--- src/rtl/oalc_pkg.sv ---
// Shared constants, types and helpers of the open-addressing LRU cache.
package oalc_pkg;

  localparam int MAX_SLOTS   = 1024;
  localparam int SLOT_W      = $clog2(MAX_SLOTS);
  localparam int CNT_W       = SLOT_W + 1;
  localparam int CB_W        = $clog2(SLOT_W + 1);
  localparam int EVICT_SHIFT = 4;     // evict cap / 16 entries (one below 16 slots)

  localparam logic [1:0] CMD_LOOKUP = 2'd0;
  localparam logic [1:0] CMD_INSERT = 2'd1;
  localparam logic [1:0] CMD_CLEAR  = 2'd2;

  localparam logic [1:0] REG_MAX_ENTRIES = 2'd0;
  localparam logic [1:0] REG_HASH_MULT   = 2'd1;

  localparam logic [9:0]  RESET_MAX_ENTRIES = 10'd682;
  localparam logic [63:0] RESET_HASH_MULT   = 64'd11400714819323198485;

  typedef struct packed {
    logic        used;
    logic [31:0] stamp;
    logic [31:0] value;
    logic [63:0] key;
  } entry_t;

  // log2 of the smallest power of two at least floor(1.5 * m), saturated
  function automatic logic [CB_W-1:0] cap_bits_of(input logic [9:0] m);
    logic [CNT_W-1:0] need;
    logic [CB_W-1:0]  cb;
    need = CNT_W'(({2'b00, m} * 12'd3) >> 1);
    cb   = CB_W'(SLOT_W);
    for (int b = SLOT_W; b >= 0; b--) begin
      if ((CNT_W'(1) << b) >= need) cb = CB_W'(b);
    end
    return cb;
  endfunction

endpackage

--- src/rtl/oalc_hash.sv ---
// Home-slot hash: 64-bit product built from 32x32 partial products on one multiplier.
module oalc_hash (
  input  logic                          clk,
  input  logic                          rst,
  input  logic                          start,
  input  logic [63:0]                   key,
  input  logic [63:0]                   mult,
  input  logic [oalc_pkg::CB_W-1:0]     cap_bits,
  output logic                          done,
  output logic [oalc_pkg::SLOT_W-1:0]   slot
);

  logic        busy;
  logic [2:0]  step;
  logic [63:0] k;
  logic [63:0] m;
  logic [63:0] prod;
  logic [63:0] acc;
  logic [31:0] op_a;
  logic [31:0] op_b;
  logic [63:0] prod_w;

  always_comb begin
    case (step)
      3'd1:    begin op_a = k[63:32]; op_b = m[31:0];  end
      3'd2:    begin op_a = k[31:0];  op_b = m[63:32]; end
      default: begin op_a = k[31:0];  op_b = m[31:0];  end
    endcase
  end

  assign prod_w = op_a * op_b;

  always_ff @(posedge clk) begin
    if (rst) begin
      busy <= 1'b0;
      step <= 3'd0;
    end else if (start) begin
      busy <= 1'b1;
      step <= 3'd0;
      k    <= key;
      m    <= mult;
    end else if (busy) begin
      prod <= prod_w;
      step <= step + 3'd1;
      case (step)
        3'd1:    acc <= prod;
        3'd2:    acc[63:32] <= acc[63:32] + prod[31:0];
        3'd3:    acc[63:32] <= acc[63:32] + prod[31:0];
        3'd4:    busy <= 1'b0;
        default: ;
      endcase
    end
  end

  assign done = busy && (step == 3'd4);
  // top cap_bits bits of the product; zero when the table has one slot
  assign slot = oalc_pkg::SLOT_W'(acc[63:64-oalc_pkg::SLOT_W]
                >> (oalc_pkg::CB_W'(oalc_pkg::SLOT_W) - cap_bits));

endmodule

--- config.mk ---
export PLATFORM = sky130hd
export DESIGN_NAME = oalc_hash
export DESIGN_NICKNAME = d
export VERILOG_FILES = /design/src/rtl/oalc_pkg.sv /design/src/rtl/oalc_hash.sv
export SDC_FILE = /design/constraint.sdc
export NUM_CORES = 2
export LEC_CHECK = 0
export ABC_AREA = 1
export BUFFER_PORTS_ARGS = -buffer_cell sky130_fd_sc_hd__buf_4
export CAP_MARGIN = 25
export CORE_ASPECT_RATIO = 0.5
export CORE_MARGIN = 1
export CORE_UTILIZATION = 58
export DETAILED_ROUTE_END_ITERATION = 10
export PLACE_DENSITY_LB_ADDON = 0.1
export SYNTH_ARGS = -nofsm -noshare
export SYNTH_HDL_FRONTEND = slang
export SYNTH_SLANG_ARGS = --single-unit
--- constraint.sdc ---
create_clock -name clk -period 8.3 [get_ports clk]
set_input_delay 0.83 -clock clk [delete_from_list [all_inputs] [get_ports clk]]
set_output_delay 0.83 -clock clk [all_outputs]
set_load 0.01 [all_outputs]
==> flow_summary.yaml <==
outcome:
  violations: "DRC"
  outcome: "finished with violations"
worst_setup_path:
  critPathMaxFanout: 17
  critPathCaptureType: "flop"
  criticalPathCategory: "flop to flop"
  critPathSlowestCell: "fa_1"
  arrival_ns: 8.26
  critPathBufInv: 9
  worstSetupStartpointType: "flop"
  max_stage_delay_ns: 0.60
  cp_data_required_time_ns: 8.55
  crit_top_cell: "fa_1"
  crit_family: "adder cells"
yosys:
  yosys_warnings: 0
  synth_nets: 6813
  synthFlopType: "edfxtp_1"
  ys_async_sr_fraction_pct: 0
  synth_area_per_cell_um2: 8.26
  synth-edff-count: 224
  ys_seq_area_share_pct: 15.0
  yosysUniqueCellTypes: 40
  synth_seq_cells: 228
  syn_inst: 5481
  synth_area_um2: 45300
floorplanning:
  die_w_um: 397
  io_pins: 146
  start_util_pct: 58.6
  fp.dieArea_um2: 79300
  core_um2: 77300
  die_h_um: 200
  rows: 72
sta:
  rsz0062_at_grt: "true"
  fin_skew_ns: 0.0251
  fin_crit_ns: 8.00
  worst_pin_slew_ns: 0.946
  fin_ws_ns: 0.296
  fin_crit_sh_pct: 96.4
  hold_viol: 0
  finalMaxSlewViolations: 0
  finalSetupViolCount: 0
  finalHoldWorstSlack_ns: 0.436
  relSlewSlack_pct: 37.0
  fmax_ghz: 0.125
drt:
  first_iter_violations: 3973
  drt_pass1_iterations: 11
  viasPerCell: 5.43
  vias: 36500
  drc: 4
  antenna_left: 0
  routed_wl_um: 149000
  wl_per_cell_um: 22.2
clocking:
  clkTransAtPathRegs_ns: 0.07
  tritoncts: "yes"
  cts_root_buf: "clkbuf_16"
  h-tree-depth: 1
  clock_latency_ns: 0.57
  cts_buffers: 23
  cts.sinks: 228
  cts_buffer_depth: 3
finish:
  finalNetCount: 7006
  finalNonFillerCells: 6728
  area_delta_synth_final_pct: 8.70
  mostFrequentLayoutCells: "nand2_1, inv_1, fa_1, nor2_1, buf_4"
  drive_gt1_share_pct: 8.76
  num-fill-cells: 6791
  layout_commonest_cell: "nand2_1"
global_route:
  grt_max_degree: 81
  met1_usage_pct: 52.5
  grt_pass1_vias: 37800
  grtUsageMet2_pct: 58.7
  grt_overflow_total: 0
  grt_pass1_wl_um: 225000
  grt_util_met3_pct: 14.5
  grt-busiest-layer: "met2"
  antenna_found_initial: 3
  grt_use_total_pct: 38.9
placed_design:
  placed_cells: 6676
  dpl_worst_slack_ns: -0.0394
  place_congestion: 1.02
  io_buffers: 145
  dp_hpwl_um: 125000
worst_hold_path:
  hp-class: "primary input to flop"
run:
  max-cap-violations: 0
==> cell usage after synthesis (all sizes together) (3+ instances only) <==
| library cell | instances | area (um2) |
|---|---|---|
| inv | 1390 | 5220 |
| nand2 | 1383 | 5200 |
| fa | 897 | 18000 |
| nor2 | 747 | 2810 |
| ha | 300 | 3750 |
| edfxtp | 224 | 6730 |
| buf | 155 | 957 |
| nand3 | 91 | 455 |
| o21ai | 84 | 796 |
| a21oi | 70 | 350 |
| xor2 | 49 | 429 |
| nand4 | 19 | 119 |
| nor3 | 17 | 95.1 |
| o21bai | 14 | 105 |
| clkbuf | 9 | 33.8 |
| and2 | 5 | 31.3 |
| xnor2 | 5 | 43.8 |
| dfxtp | 4 | 80.1 |
| o22ai | 4 | 25.0 |
| a211oi | 3 | 22.5 |
| mux2i | 3 | 30.0 |
| or2 | 3 | 18.8 |
==> cell type report <==
cell class / count / area [um2] / area share [%]
Inverter: 1391 / 5250 / 10.7
Tap cell: 1036 / 1300 / 2.63
Sequential cell: 228 / 6810 / 13.8
Multi-Input combinational cell: 3699 / 32400 / 65.9
Clock inverter: 12 / 154 / 0.313
Antenna cell: 4 / 10.0 / 0.0203
Timing Repair Buffer: 331 / 2690 / 5.47
Clock buffer: 27 / 591 / 1.20
==> per-stage QoR <==
| step | area [um2] | TNS [ns] | utilization, % |
|---|---|---|---|
| after floorplan | 45300 | 0 | - |
| after global placement | 48200 | -0.0177 | 62.4 |
| after detailed placement | 48200 | -0.0543 | 62.4 |
| after CTS | 49000 | 0 | 63.4 |
| after global routing | 49200 | -0.0810 | 63.7 |
| final | 49200 | 0 | 63.7 |
==> final timing paths <==
kind                 start  endpoint  slack [ns]  cells past startpoint
hold / removal    mult[47]     m[47]        0.44                      1
hold reg to reg       busy   step[2]        0.49                      1
setup / recovery   step[0]  prod[36]        0.30                     29
setup reg to reg   step[0]  prod[36]        0.30                     29
==> kinds of logic after synthesis <==
| kind of cell | Yosys count | synth area share, % |
|---|---|---|
| AOI/OAI and AO/OA | 179 | 2.93 |
| xor gates and xnor gates | 54 | 1.04 |
| adders and majority gates | 1197 | 47.9 |
| buffers and inverters | 1555 | 13.7 |
| DFF | 228 | 15.0 |
| muxes | 3 | 0.0663 |
| and+or+nand+nor | 2265 | 19.3 |
==> worst reg2reg max path, delay by kind of cell (launching register included) <==
family	cells	cell delay (ns)
fa+ha+maj	10	4.62
flops	1	0.37
simple gates	9	1.33
compound gates	1	0.08
buf+inv	9	1.31
==> per-layer routing <==
layer	part of all wire [%]	vias to the layer above
met2	42	2072
met5	0.12	-
met3	14	275
li1	-	16200
met1	40	17900
met4	3.4	6
==> state kept, by name, indices dropped and copies added, names as in the netlist <==
register  flops
acc          32
busy          1
k            64
m            64
prod         64
step          3
==> repair_timing <==
action                     CTS  global route
pin swaps                    0             4
gates cloned                 0             1
setup endpoints to repair    4            42
buffers inserted             0             8
resized for setup            1            53
hold buffers                 0             0
Power is not shown: default switching activity piles up to over one toggle a cycle in this logic, so the estimate is an artifact.
